<file path="config.mk">
export PLATFORM = sky130hd
export DESIGN_NAME = loader_shot_sequencer_jam_recovery
export DESIGN_NICKNAME = d
export VERILOG_FILES = /design/src/hdl/lssjr_pkg.sv /design/src/hdl/lssjr_div.sv /design/src/hdl/lssjr_ctrl.sv /design/src/hdl/lssjr_dp.sv /design/src/hdl/loader_shot_sequencer_jam_recovery.sv
export SDC_FILE = /design/constraint.sdc
export NUM_CORES = 2
export LEC_CHECK = 0
export ABC_AREA = 1
export BUFFER_PORTS_ARGS = -buffer_cell sky130_fd_sc_hd__buf_2
export CORE_ASPECT_RATIO = 0.7
export CORE_MARGIN = 4
export CORE_UTILIZATION = 46
export DETAILED_ROUTE_END_ITERATION = 10
export PLACE_DENSITY_LB_ADDON = 0.05
export SETUP_SLACK_MARGIN = 0.05
export SLEW_MARGIN = 10
export SYNTH_ARGS = -nofsm -noshare
export SYNTH_HDL_FRONTEND = slang
export SYNTH_SLANG_ARGS = --single-unit
export TNS_END_PERCENT = 5
</file>
<file path="constraint.sdc">
create_clock -name i_clk -period 13.1 [get_ports i_clk]
set_clock_uncertainty 0.15 [all_clocks]
set_input_delay 1.31 -clock i_clk [delete_from_list [all_inputs] [get_ports i_clk]]
set_output_delay 1.31 -clock i_clk [all_outputs]
set_load 0.1 [all_outputs]
</file>
<file path="src/hdl/lssjr_pkg.sv">
// Shared types, constants and register codes of the loader shot sequencer.
package lssjr_pkg;

    localparam int SHOT_QUEUE_MAX = 255;
    localparam logic signed [31:0] RECOVERY_REF = -32'sd230400;

    typedef enum logic [2:0] {
        MODE_STOP  = 3'd0,
        MODE_SINGLE = 3'd1,
        MODE_BURST = 3'd2,
        MODE_CONT  = 3'd3,
        MODE_REV   = 3'd4
    } t_mode;

    typedef enum logic [2:0] {
        REG_STEP_ANGLE   = 3'd0,
        REG_CONT_RPM     = 3'd1,
        REG_REV_RPM      = 3'd2,
        REG_JAM_MS       = 3'd3,
        REG_RECOVERY_MS  = 3'd4,
        REG_ANGLE_TOL    = 3'd5,
        REG_SETTLE_TOL   = 3'd6,
        REG_STALL_TOL    = 3'd7
    } t_reg;

    typedef struct packed {
        logic [31:0]        now_ms;
        logic               wheels_on;
        logic               fire_gate;
        logic [2:0]         mode_req;
        logic [15:0]        request_seq;
        logic [7:0]         shots_per_burst;
        logic [15:0]        rate_hz;
        logic               feedback_ok;
        logic signed [31:0] loader_angle;
        logic signed [15:0] loader_speed;
    } t_in;

    typedef struct packed {
        logic               drive_on;
        logic               angle_loop;
        logic signed [31:0] reference;
        logic               jammed;
        logic [2:0]         shown_mode;
        logic               loader_busy;
    } t_out;

    typedef enum logic [1:0] {
        ST_IDLE,
        ST_DIV,
        ST_UPDATE,
        ST_OUT
    } t_state;

    // Commands from the controller to the datapath.
    typedef struct packed {
        logic load;
        logic div_start;
        logic update;
    } t_cmd;

    typedef struct packed {
        logic div_done;
    } t_stat;

endpackage

</file>
<file path="src/hdl/lssjr_div.sv">
// Restoring serial divider, one quotient bit per cycle.
module lssjr_div (
    input  logic        i_clk,
    input  logic        i_rst_n,
    input  logic        i_start,
    input  logic [18:0] i_num,
    input  logic [15:0] i_den,
    output logic [18:0] o_quot,
    output logic        o_done
);
    logic [18:0] r_q, n_q;
    logic [16:0] r_rem, n_rem;
    logic [4:0]  r_cnt, n_cnt;
    logic        r_busy, n_busy;
    logic [16:0] w_try;

    always_comb begin
        n_q = r_q;
        n_rem = r_rem;
        n_cnt = r_cnt;
        n_busy = r_busy;
        w_try = {r_rem[15:0], r_q[18]};
        if (i_start) begin
            n_q = i_num;
            n_rem = '0;
            n_cnt = 5'd19;
            n_busy = 1'b1;
        end else if (r_busy) begin
            if (w_try >= {1'b0, i_den}) begin
                n_rem = w_try - {1'b0, i_den};
                n_q = {r_q[17:0], 1'b1};
            end else begin
                n_rem = w_try;
                n_q = {r_q[17:0], 1'b0};
            end
            n_cnt = r_cnt - 5'd1;
            if (r_cnt == 5'd1) n_busy = 1'b0;
        end
    end

    always_ff @(posedge i_clk) begin
        if (!i_rst_n) begin
            r_busy <= 1'b0;
            r_cnt <= '0;
        end else begin
            r_busy <= n_busy;
            r_cnt <= n_cnt;
        end
        r_q <= n_q;
        r_rem <= n_rem;
    end

    assign o_quot = r_q;
    assign o_done = !r_busy && !i_start;
endmodule

</file>
<file path="src/hdl/lssjr_ctrl.sv">
// Controller state machine that sequences one tick through the datapath.
module lssjr_ctrl (
    input  logic                 i_clk,
    input  logic                 i_rst_n,
    input  logic                 i_in_valid,
    output logic                 o_in_ready,
    output logic                 o_out_valid,
    input  logic                 i_out_ready,
    output lssjr_pkg::t_cmd      o_cmd,
    input  lssjr_pkg::t_stat     i_stat
);
    import lssjr_pkg::*;

    t_state r_state, n_state;
    logic   r_started, n_started;

    always_comb begin
        n_state = r_state;
        n_started = r_started;
        unique case (r_state)
            ST_IDLE: if (i_in_valid) begin
                n_state = ST_DIV;
                n_started = 1'b0;
            end
            ST_DIV: begin
                n_started = 1'b1;
                if (r_started && i_stat.div_done) n_state = ST_UPDATE;
            end
            ST_UPDATE: n_state = ST_OUT;
            ST_OUT: if (i_out_ready) n_state = ST_IDLE;
            default: n_state = ST_IDLE;
        endcase
    end

    always_comb begin
        o_in_ready = 1'b0;
        o_out_valid = 1'b0;
        o_cmd = '0;
        unique case (r_state)
            ST_IDLE: begin
                o_in_ready = 1'b1;
                o_cmd.load = i_in_valid;
            end
            ST_DIV: o_cmd.div_start = !r_started;
            ST_UPDATE: o_cmd.update = 1'b1;
            ST_OUT: o_out_valid = 1'b1;
            default: ;
        endcase
    end

    always_ff @(posedge i_clk) begin
        if (!i_rst_n) begin
            r_state <= ST_IDLE;
            r_started <= 1'b0;
        end else begin
            r_state <= n_state;
            r_started <= n_started;
        end
    end
endmodule

</file>
<file path="src/hdl/lssjr_dp.sv">
// Datapath: configuration, sequencer state and the per-tick update.
module lssjr_dp (
    input  logic                 i_clk,
    input  logic                 i_rst_n,
    input  logic                 i_cfg_we,
    input  logic [2:0]           i_cfg_idx,
    input  logic [15:0]          i_cfg_data,
    input  lssjr_pkg::t_in       i_in,
    input  lssjr_pkg::t_cmd      i_cmd,
    output lssjr_pkg::t_stat     o_stat,
    output lssjr_pkg::t_out      o_out
);
    import lssjr_pkg::*;

    logic [14:0]        r_step_angle;
    logic signed [15:0] r_cont_rpm, r_rev_rpm;
    logic [15:0]        r_jam_ms, r_rec_ms;
    logic [11:0]        r_angle_tol, r_settle_tol, r_stall_tol;

    logic [15:0]        r_last_seq, n_last_seq;
    logic [7:0]         r_pending, n_pending;
    logic               r_step_active, n_step_active;
    logic signed [31:0] r_target, n_target;
    logic [31:0]        r_next_ms, n_next_ms;
    logic               r_recovering, n_recovering;
    logic [31:0]        r_stall_ms, n_stall_ms;
    logic               r_stall_valid, n_stall_valid;
    logic [31:0]        r_rec_end, n_rec_end;

    t_in  r_in;
    t_out r_out, n_out;

    logic [18:0] w_quot;
    logic        w_div_done;

    lssjr_div u_div (
        .i_clk   (i_clk),
        .i_rst_n (i_rst_n),
        .i_start (i_cmd.div_start),
        .i_num   (19'd256000 + {3'b000, r_in.rate_hz} - 19'd1),
        .i_den   (r_in.rate_hz),
        .o_quot  (w_quot),
        .o_done  (w_div_done)
    );
    assign o_stat.div_done = w_div_done;

    always_ff @(posedge i_clk) begin
        if (!i_rst_n) begin
            r_step_angle <= 15'd2880;
            r_cont_rpm <= 16'sd2000;
            r_rev_rpm <= -16'sd1000;
            r_jam_ms <= 16'd120;
            r_rec_ms <= 16'd120;
            r_angle_tol <= 12'd128;
            r_settle_tol <= 12'd180;
            r_stall_tol <= 12'd60;
        end else if (i_cfg_we) begin
            unique case (t_reg'(i_cfg_idx))
                REG_STEP_ANGLE:  r_step_angle <= i_cfg_data[14:0];
                REG_CONT_RPM:    r_cont_rpm <= i_cfg_data;
                REG_REV_RPM:     r_rev_rpm <= i_cfg_data;
                REG_JAM_MS:      r_jam_ms <= i_cfg_data;
                REG_RECOVERY_MS: r_rec_ms <= i_cfg_data;
                REG_ANGLE_TOL:   r_angle_tol <= i_cfg_data[11:0];
                REG_SETTLE_TOL:  r_settle_tol <= i_cfg_data[11:0];
                REG_STALL_TOL:   r_stall_tol <= i_cfg_data[11:0];
                default: ;
            endcase
        end
    end

    logic [2:0]         w_mode;
    logic               w_single;
    logic [16:0]        w_abs_speed;
    logic               w_at_old;
    logic               w_at;
    logic               w_slow;
    logic [8:0]         w_q;
    logic [7:0]         w_cnt;
    logic signed [32:0] w_t;
    logic [31:0]        w_dead;
    logic               w_drive, w_aloop;
    logic signed [31:0] w_ref;

    // At-target test: absolute angle error and loader speed within their tolerances, with feedback online.
    function automatic logic at_tgt(input logic signed [31:0] tg, input logic signed [31:0] ang,
                                    input logic [16:0] aspd, input logic [11:0] atol,
                                    input logic [11:0] stol, input logic online);
        logic signed [32:0] d;
        logic [32:0] ad;
        d = {tg[31], tg} - {ang[31], ang};
        ad = d[32] ? 33'(-d) : 33'(d);
        return online && (ad <= {21'd0, atol}) && (aspd <= {5'd0, stol});
    endfunction

    always_comb begin
        n_last_seq = r_last_seq;
        n_pending = r_pending;
        n_step_active = r_step_active;
        n_target = r_target;
        n_next_ms = r_next_ms;
        n_recovering = r_recovering;
        n_stall_ms = r_stall_ms;
        n_stall_valid = r_stall_valid;
        n_rec_end = r_rec_end;
        w_drive = 1'b0;
        w_aloop = 1'b0;
        w_ref = '0;
        w_q = '0;
        w_cnt = '0;
        w_t = '0;
        w_dead = '0;
        w_at = 1'b0;

        w_mode = (!r_in.fire_gate || r_in.mode_req > MODE_REV) ? MODE_STOP
                 : r_in.mode_req;
        w_single = (w_mode == MODE_SINGLE) || (w_mode == MODE_BURST);
        w_abs_speed = r_in.loader_speed[15] ? 17'(-{r_in.loader_speed[15], r_in.loader_speed})
                      : {1'b0, r_in.loader_speed};
        w_slow = w_abs_speed <= {5'd0, r_stall_tol};

        if (n_recovering && r_in.now_ms >= r_rec_end) begin
            n_recovering = 1'b0;
            n_stall_valid = 1'b0;
        end

        w_at_old = at_tgt(r_target, r_in.loader_angle, w_abs_speed, r_angle_tol,
                          r_settle_tol, r_in.feedback_ok);
        if (!n_recovering && r_in.wheels_on && w_mode != MODE_STOP
            && r_in.feedback_ok) begin
            if (w_slow && ((w_single && r_step_active && !w_at_old) || w_mode == MODE_CONT)) begin
                if (!n_stall_valid) begin
                    n_stall_ms = r_in.now_ms;
                    n_stall_valid = 1'b1;
                end else if ((r_in.now_ms - n_stall_ms) >= {16'd0, r_jam_ms}) begin
                    n_recovering = 1'b1;
                    n_rec_end = r_in.now_ms + {16'd0, r_rec_ms};
                    n_step_active = 1'b0;
                    n_pending = '0;
                    n_target = '0;
                    n_next_ms = '0;
                end
            end else begin
                n_stall_valid = 1'b0;
            end
        end else if (!n_recovering) begin
            n_stall_valid = 1'b0;
        end

        if (!r_in.wheels_on || w_mode == MODE_STOP) begin
            n_step_active = 1'b0;
            n_pending = '0;
            n_target = '0;
            n_next_ms = '0;
            n_recovering = 1'b0;
            n_stall_valid = 1'b0;
        end else if (n_recovering) begin
            w_drive = 1'b1;
            w_ref = RECOVERY_REF;
        end else if (!w_single) begin
            n_step_active = 1'b0;
            n_pending = '0;
            n_target = '0;
            n_next_ms = '0;
            w_drive = 1'b1;
            if (w_mode == MODE_CONT)
                w_ref = (r_in.rate_hz != 16'd0) ? $signed({16'd0, r_in.rate_hz}) * 32'sd540
                        : 32'(r_cont_rpm) * 32'sd384;
            else
                w_ref = (r_in.rate_hz != 16'd0) ? -($signed({16'd0, r_in.rate_hz}) * 32'sd270)
                        : 32'(r_rev_rpm) * 32'sd384;
        end else begin
            if (r_in.request_seq != 16'd0 && r_in.request_seq != r_last_seq) begin
                w_cnt = (w_mode == MODE_SINGLE || r_in.shots_per_burst == 8'd0) ? 8'd1
                        : r_in.shots_per_burst;
                w_q = {1'b0, n_pending} + {1'b0, w_cnt};
                n_last_seq = r_in.request_seq;
                n_pending = (w_q > 9'(SHOT_QUEUE_MAX)) ? 8'(SHOT_QUEUE_MAX) : w_q[7:0];
            end
            if (!n_step_active) begin
                if (n_pending != 8'd0 && r_in.now_ms >= n_next_ms) begin
                    w_t = {r_in.loader_angle[31], r_in.loader_angle} + 33'sd0
                          + $signed({18'd0, r_step_angle});
                    n_target = (w_t > 33'sh07FFFFFFF) ? 32'sh7FFFFFFF : w_t[31:0];
                    n_step_active = 1'b1;
                    w_drive = 1'b1;
                    w_aloop = 1'b1;
                    w_ref = n_target;
                end
            end else begin
                w_drive = 1'b1;
                w_aloop = 1'b1;
                w_ref = n_target;
                w_at = at_tgt(n_target, r_in.loader_angle, w_abs_speed, r_angle_tol,
                              r_settle_tol, r_in.feedback_ok);
                if (w_at) begin
                    n_step_active = 1'b0;
                    if (n_pending != 8'd0) n_pending = n_pending - 8'd1;
                    w_dead = (r_in.rate_hz != 16'd0) ? {13'd0, w_quot}
                             : ((w_mode == MODE_BURST) ? 32'd100 : 32'd125);
                    n_next_ms = r_in.now_ms + w_dead;
                    if (n_pending == 8'd0) begin
                        w_drive = 1'b0;
                        w_aloop = 1'b0;
                        w_ref = '0;
                    end
                end
            end
        end

        n_out.drive_on = w_drive;
        n_out.angle_loop = w_aloop;
        n_out.reference = w_ref;
        n_out.jammed = n_recovering;
        n_out.shown_mode = n_recovering ? MODE_REV
                           : (r_in.wheels_on ? w_mode : MODE_STOP);
        n_out.loader_busy = 1'b0;
        if (w_drive) begin
            if (n_recovering) n_out.loader_busy = 1'b1;
            else if (r_in.wheels_on) begin
                if (w_single)
                    n_out.loader_busy = n_step_active ||
                        (n_pending != 8'd0 && r_in.now_ms >= n_next_ms);
                else
                    n_out.loader_busy = 1'b1;
            end
        end
    end

    always_ff @(posedge i_clk) begin
        if (!i_rst_n) begin
            r_last_seq <= '0;
            r_pending <= '0;
            r_step_active <= 1'b0;
            r_target <= '0;
            r_next_ms <= '0;
            r_recovering <= 1'b0;
            r_stall_ms <= '0;
            r_stall_valid <= 1'b0;
            r_rec_end <= '0;
        end else if (i_cmd.update) begin
            r_last_seq <= n_last_seq;
            r_pending <= n_pending;
            r_step_active <= n_step_active;
            r_target <= n_target;
            r_next_ms <= n_next_ms;
            r_recovering <= n_recovering;
            r_stall_ms <= n_stall_ms;
            r_stall_valid <= n_stall_valid;
            r_rec_end <= n_rec_end;
        end
        if (i_cmd.load) r_in <= i_in;
        if (i_cmd.update) r_out <= n_out;
    end

    assign o_out = r_out;
endmodule

</file>
<file path="src/hdl/loader_shot_sequencer_jam_recovery.sv">
// Top level of the loader shot sequencer with jam recovery.
// One input beat is one control tick: time, gates, mode, shot request,
// rate and loader feedback. Each tick yields exactly one output beat with
// the loader drive command (enable, loop select, reference) and status.
// Configuration is a plain write port (i_cfg_we, i_cfg_idx, i_cfg_data),
// which the user must write only while no tick is in flight; the block
// does not enforce this. Output valid rises after the divider start, the
// serial divider that forms the dead time ceil(256000/rate), the check
// that sees it finish and the update step that loads the output register.
// The input is ready again in the cycle after the output beat is taken,
// so a new tick is taken only once the last one is through. While the
// receiver stalls the output beat holds and no new input beat is taken.
// Synchronous active-low reset restores the register defaults and clears
// all sequencer state; no output is valid after reset.
module loader_shot_sequencer_jam_recovery (
    input  logic              i_clk,
    input  logic              i_rst_n,
    input  logic              i_in_valid,
    output logic              o_in_ready,
    input  lssjr_pkg::t_in    i_in_data,
    output logic              o_out_valid,
    input  logic              i_out_ready,
    output lssjr_pkg::t_out   o_out_data,
    input  logic              i_cfg_we,
    input  logic [2:0]        i_cfg_idx,
    input  logic [15:0]       i_cfg_data
);
    import lssjr_pkg::*;

    t_cmd  w_cmd;
    t_stat w_stat;

    lssjr_ctrl u_ctrl (
        .i_clk       (i_clk),
        .i_rst_n     (i_rst_n),
        .i_in_valid  (i_in_valid),
        .o_in_ready  (o_in_ready),
        .o_out_valid (o_out_valid),
        .i_out_ready (i_out_ready),
        .o_cmd       (w_cmd),
        .i_stat      (w_stat)
    );

    lssjr_dp u_dp (
        .i_clk      (i_clk),
        .i_rst_n    (i_rst_n),
        .i_cfg_we   (i_cfg_we),
        .i_cfg_idx  (i_cfg_idx),
        .i_cfg_data (i_cfg_data),
        .i_in       (i_in_data),
        .i_cmd      (w_cmd),
        .o_stat     (w_stat),
        .o_out      (o_out_data)
    );
endmodule
</file>
==> metrics.md <==
| Metric | Value |
|---|---|
| Vias/cell | `~5.5` |
| Fin crit period | `around 12000 ps` |
| DR iter-0 viols | `approximately 4.7k` |
| Final Hold Viols | `0` |
| Post-synth EDFFs | `184` |
| Mapped Area | `about 0.04 mm^2` |
| Primary FF master, synth | `dfxtp_1` |
| Worst R2R End | `u_dp.o_out[0]` |
| Power Density | `214 mW/mm^2` |
| Reg2reg path depth | `between 80 and 90` |
| Clock Path Buffers | `3` |
| Worst min-delay path endpoint | `u_dp.r_stall_ms[15]` |
| GRT Util Overall | `0.303` |
| Clock sinks | `about 480` |
| Placed insts | `roughly 7.0k` |
| Worst Hold Depth | `2` |
| CP Capture Type | `flop` |
| R2r setup slk | `approximately 740 ps` |
| Critical path type | `flop to flop` |
| Worst path most repeated cell | `nand2_1` |
| CTS tree | `yes` |
| Post-Place Worst Slack | `around 280 ps` |
| Nets | `around 6.6k` |
| Critical path's slowest cell | `nor3_2` |
| Critical Path AT | `12610 ps` |
| Latest clock arrival within the worst-skew pair | `660 ps` |
| Slew @ Worst Pin | `roughly 1200 ps` |
| Commonest non-fill, non-tap cells in the layout | `nand2_1 (1307), inv_1 (792), nor2_1 (527)` |
| Cell variety after synth | `67` |
| Chip height | `~260 um` |
| Sequential Area | `0.0114 mm^2` |
| Max-Cap Viols | `0` |
| Worst-path clk slew | `~70 ps` |
| Rel. slew slack | `0.185` |
| Wire per inst | `20.6 um` |
| I/O Pins | `approximately 190` |
| Gpl congestion | `~1.1` |
| Final ANT Viol Nets | `0` |
| Syn Nets | `~6.4k` |
| Max Freq | `a little over 0.08 GHz` |
| Yosys reg bits | `479` |
| Final setup viols | `0` |
| CORE AREA | `around 0.087 mm^2` |
| Synth warn | `0` |
| Average footprint of a synthesized cell | `7.00 um^2` |
| Leak pwr | `between 20 and 25 nW` |
| Finished Cell Area | `approximately 0.045 mm^2` |
| Hold Path Class | `flop to flop` |
| Post-Route Utilization | `0.518` |
| R2R Path Start | `u_dp.r_in[16]` |
| Worst path required time | `13350 ps` |
| Vias in the first global route | `~35k` |
| Largest net degree at the start of global routing | `approximately 100` |
| Wire length of the first global-routing pass | `between 200 and 250 mm` |
| Worst stage delay on the critical path | `between 400 and 500 ps` |
| Synth Instances | `approximately 5.8k` |
| PortBufs | `190` |
| Status | `finished, final reports clean` |
| Initial antenna violation count | `15` |
| Die ar. | `0.0930 mm^2` |
| HP Start | `u_dp.r_stall_ms[15]` |
| CP startpoint kind | `flop` |
| Most common cell after layout, fill and taps aside | `nand2_1` |
| H-tree depth | `2` |
| Final Worst Setup Slack | `around 740 ps` |
| Clk root buf | `clkbuf_16` |
| Fill cells | `8685` |
| Placed inst area | `between 0.04 and 0.05 mm^2` |
| Worst Setup SP | `u_dp.r_in[16]` |
| Peak supply drop | `around 0.00016 V` |
| Starting Density | `0.467` |
| Die W | `363 um` |
| Register area share after synthesis | `0.282` |
| Detailed Place HPWL | `115 mm` |
| # rows | `90` |
| Async SR Flop Fraction | `0` |
| Vias | `slightly below 40k` |
| Detailed-route DRC error count | `0` |
| First-pass detailed-route iteration total | `7` |
| Crit Path Max Fanout | `19` |
| Slew Limit Fails | `0` |
| Tcrit/Tclk final | `0.943` |
| GR Overflow Total | `0` |
| Share of post-route cells with drive strength above 1 | `0.0850` |
| Post-Layout Cell Count | `between 7k and 8k` |
| Inserted Clock Buffers | `54` |
| Area growth from synthesis to layout | `10.7%` |
| Total wire length | `147 mm` |
| Area of the multi-input gates | `~0.026 mm^2` |
repair_timing:
item / 4_1_cts / 5_1_grt
setup endpoints to repair: 0 / 1
endpoints found under the hold margin: 0 / 0
buffers inserted: 0 / 12
hold buffers: 0 / 0
resized for setup: 0 / 48
worst max path at each step:
| stage | to | slack (ps) | depth (start not counted) |
|---|---|---|---|
| 2_1_floorplan | u_dp.o_out[0] | 1570 | 95 |
| 3_3_place_gp | u_dp.o_out[0] | 460 | 82 |
| 3_5_place_dp | u_dp.o_out[0] | 280 | 87 |
| 4_1_cts | u_dp.o_out[0] | 210 | 87 |
| 5_1_grt | u_dp.o_out[0] | -3 | 92 |
| 6_report | u_dp.o_out[0] | 740 | 83 |
kinds of logic after synthesis:
| kind of cell | count (synthesis) | synth area share |
|---|---|---|
| adders and majority gates | 506 | 0.163 |
| buffers and inverters | 980 | 0.0926 |
| DFF | 479 | 0.282 |
| AOI/OAI and AO/OA | 1206 | 0.166 |
| xor gates and xnor gates | 235 | 0.0508 |
| and+or+nand+nor | 2382 | 0.246 |
per-stage QoR:
step / total power, mW / hold slack [ps] / setup TNS, ps
floorplan: 6.11 / 277 / 0
global placement: 7.81 / 295 / 0
detailed placement: 7.81 / 301 / 0
CTS: 9.46 / 311 / 0
global route: 10.3 / 327 / -3.01
finish: 9.58 / 310 / 0
worst max-delay path, delay by kind of cell, from the launching register on:
kind	cells	cell delay, ps
xor gates and xnor gates	1	140
adders and majority gates	5	1450
DFF	1	430
buffers and inverters	13	1780
and+or+nand+nor	51	6190
AOI/OAI and AO/OA	13	1890
routing by layer:
layer,part of all wire,wire length (um),up-vias,track usage
met3,0.12,18000,154,0.0977
met5,0.00062,91,-,0
li1,-,-,19569,-
met2,0.36,53200,1661,0.389
met4,0.016,2390,16,0.0501
met1,0.50,73300,18255,0.485
cell type report:
cell class,count,share of cell area
Tap cell,1150,0.0321
Timing Repair Buffer,260,0.0345
Antenna cell,1,0.0000558
Multi-Input combinational cell,4330,0.569
Clock inverter,37,0.00811
Clock buffer,64,0.0323
Inverter,829,0.0695
Sequential cell,479,0.255
Yosys cell counts (23+ instances only):
master,instances,area share
a21o_1,23,0.0043
a21oi_1,514,0.063
a31oi_1,33,0.0051
clkbuf_1,115,0.011
dfxtp_1,295,0.15
edfxtp_1,184,0.14
fa_1,34,0.017
ha_1,472,0.15
inv_1,794,0.074
inv_2,26,0.0024
nand2_1,1315,0.12
nand2_2,42,0.0065
nand3_1,259,0.032
nand4_1,82,0.013
nor2_1,534,0.049
nor3_1,57,0.0070
nor4_1,23,0.0036
o211ai_1,55,0.010
o21ai_0,406,0.050
o21ai_1,27,0.0033
xnor2_1,72,0.016
xor2_1,163,0.035
registers in the layout (all words and copies together), names as in the netlist, 19 cells and up:
name	cells
u_dp.r_in	126
u_dp.o_out	39
u_dp.r_next_ms	32
u_dp.r_rec_end	32
u_dp.r_stall_ms	32
u_dp.r_target	32
u_dp.u_div.o_quot	19
power by group:
group          switching (mW)  internal (mW)
sequential              0.239           1.88
clock                   0.720          0.897
combinational            4.05           1.80
Note: power is estimated with default switching activity, not from simulation.
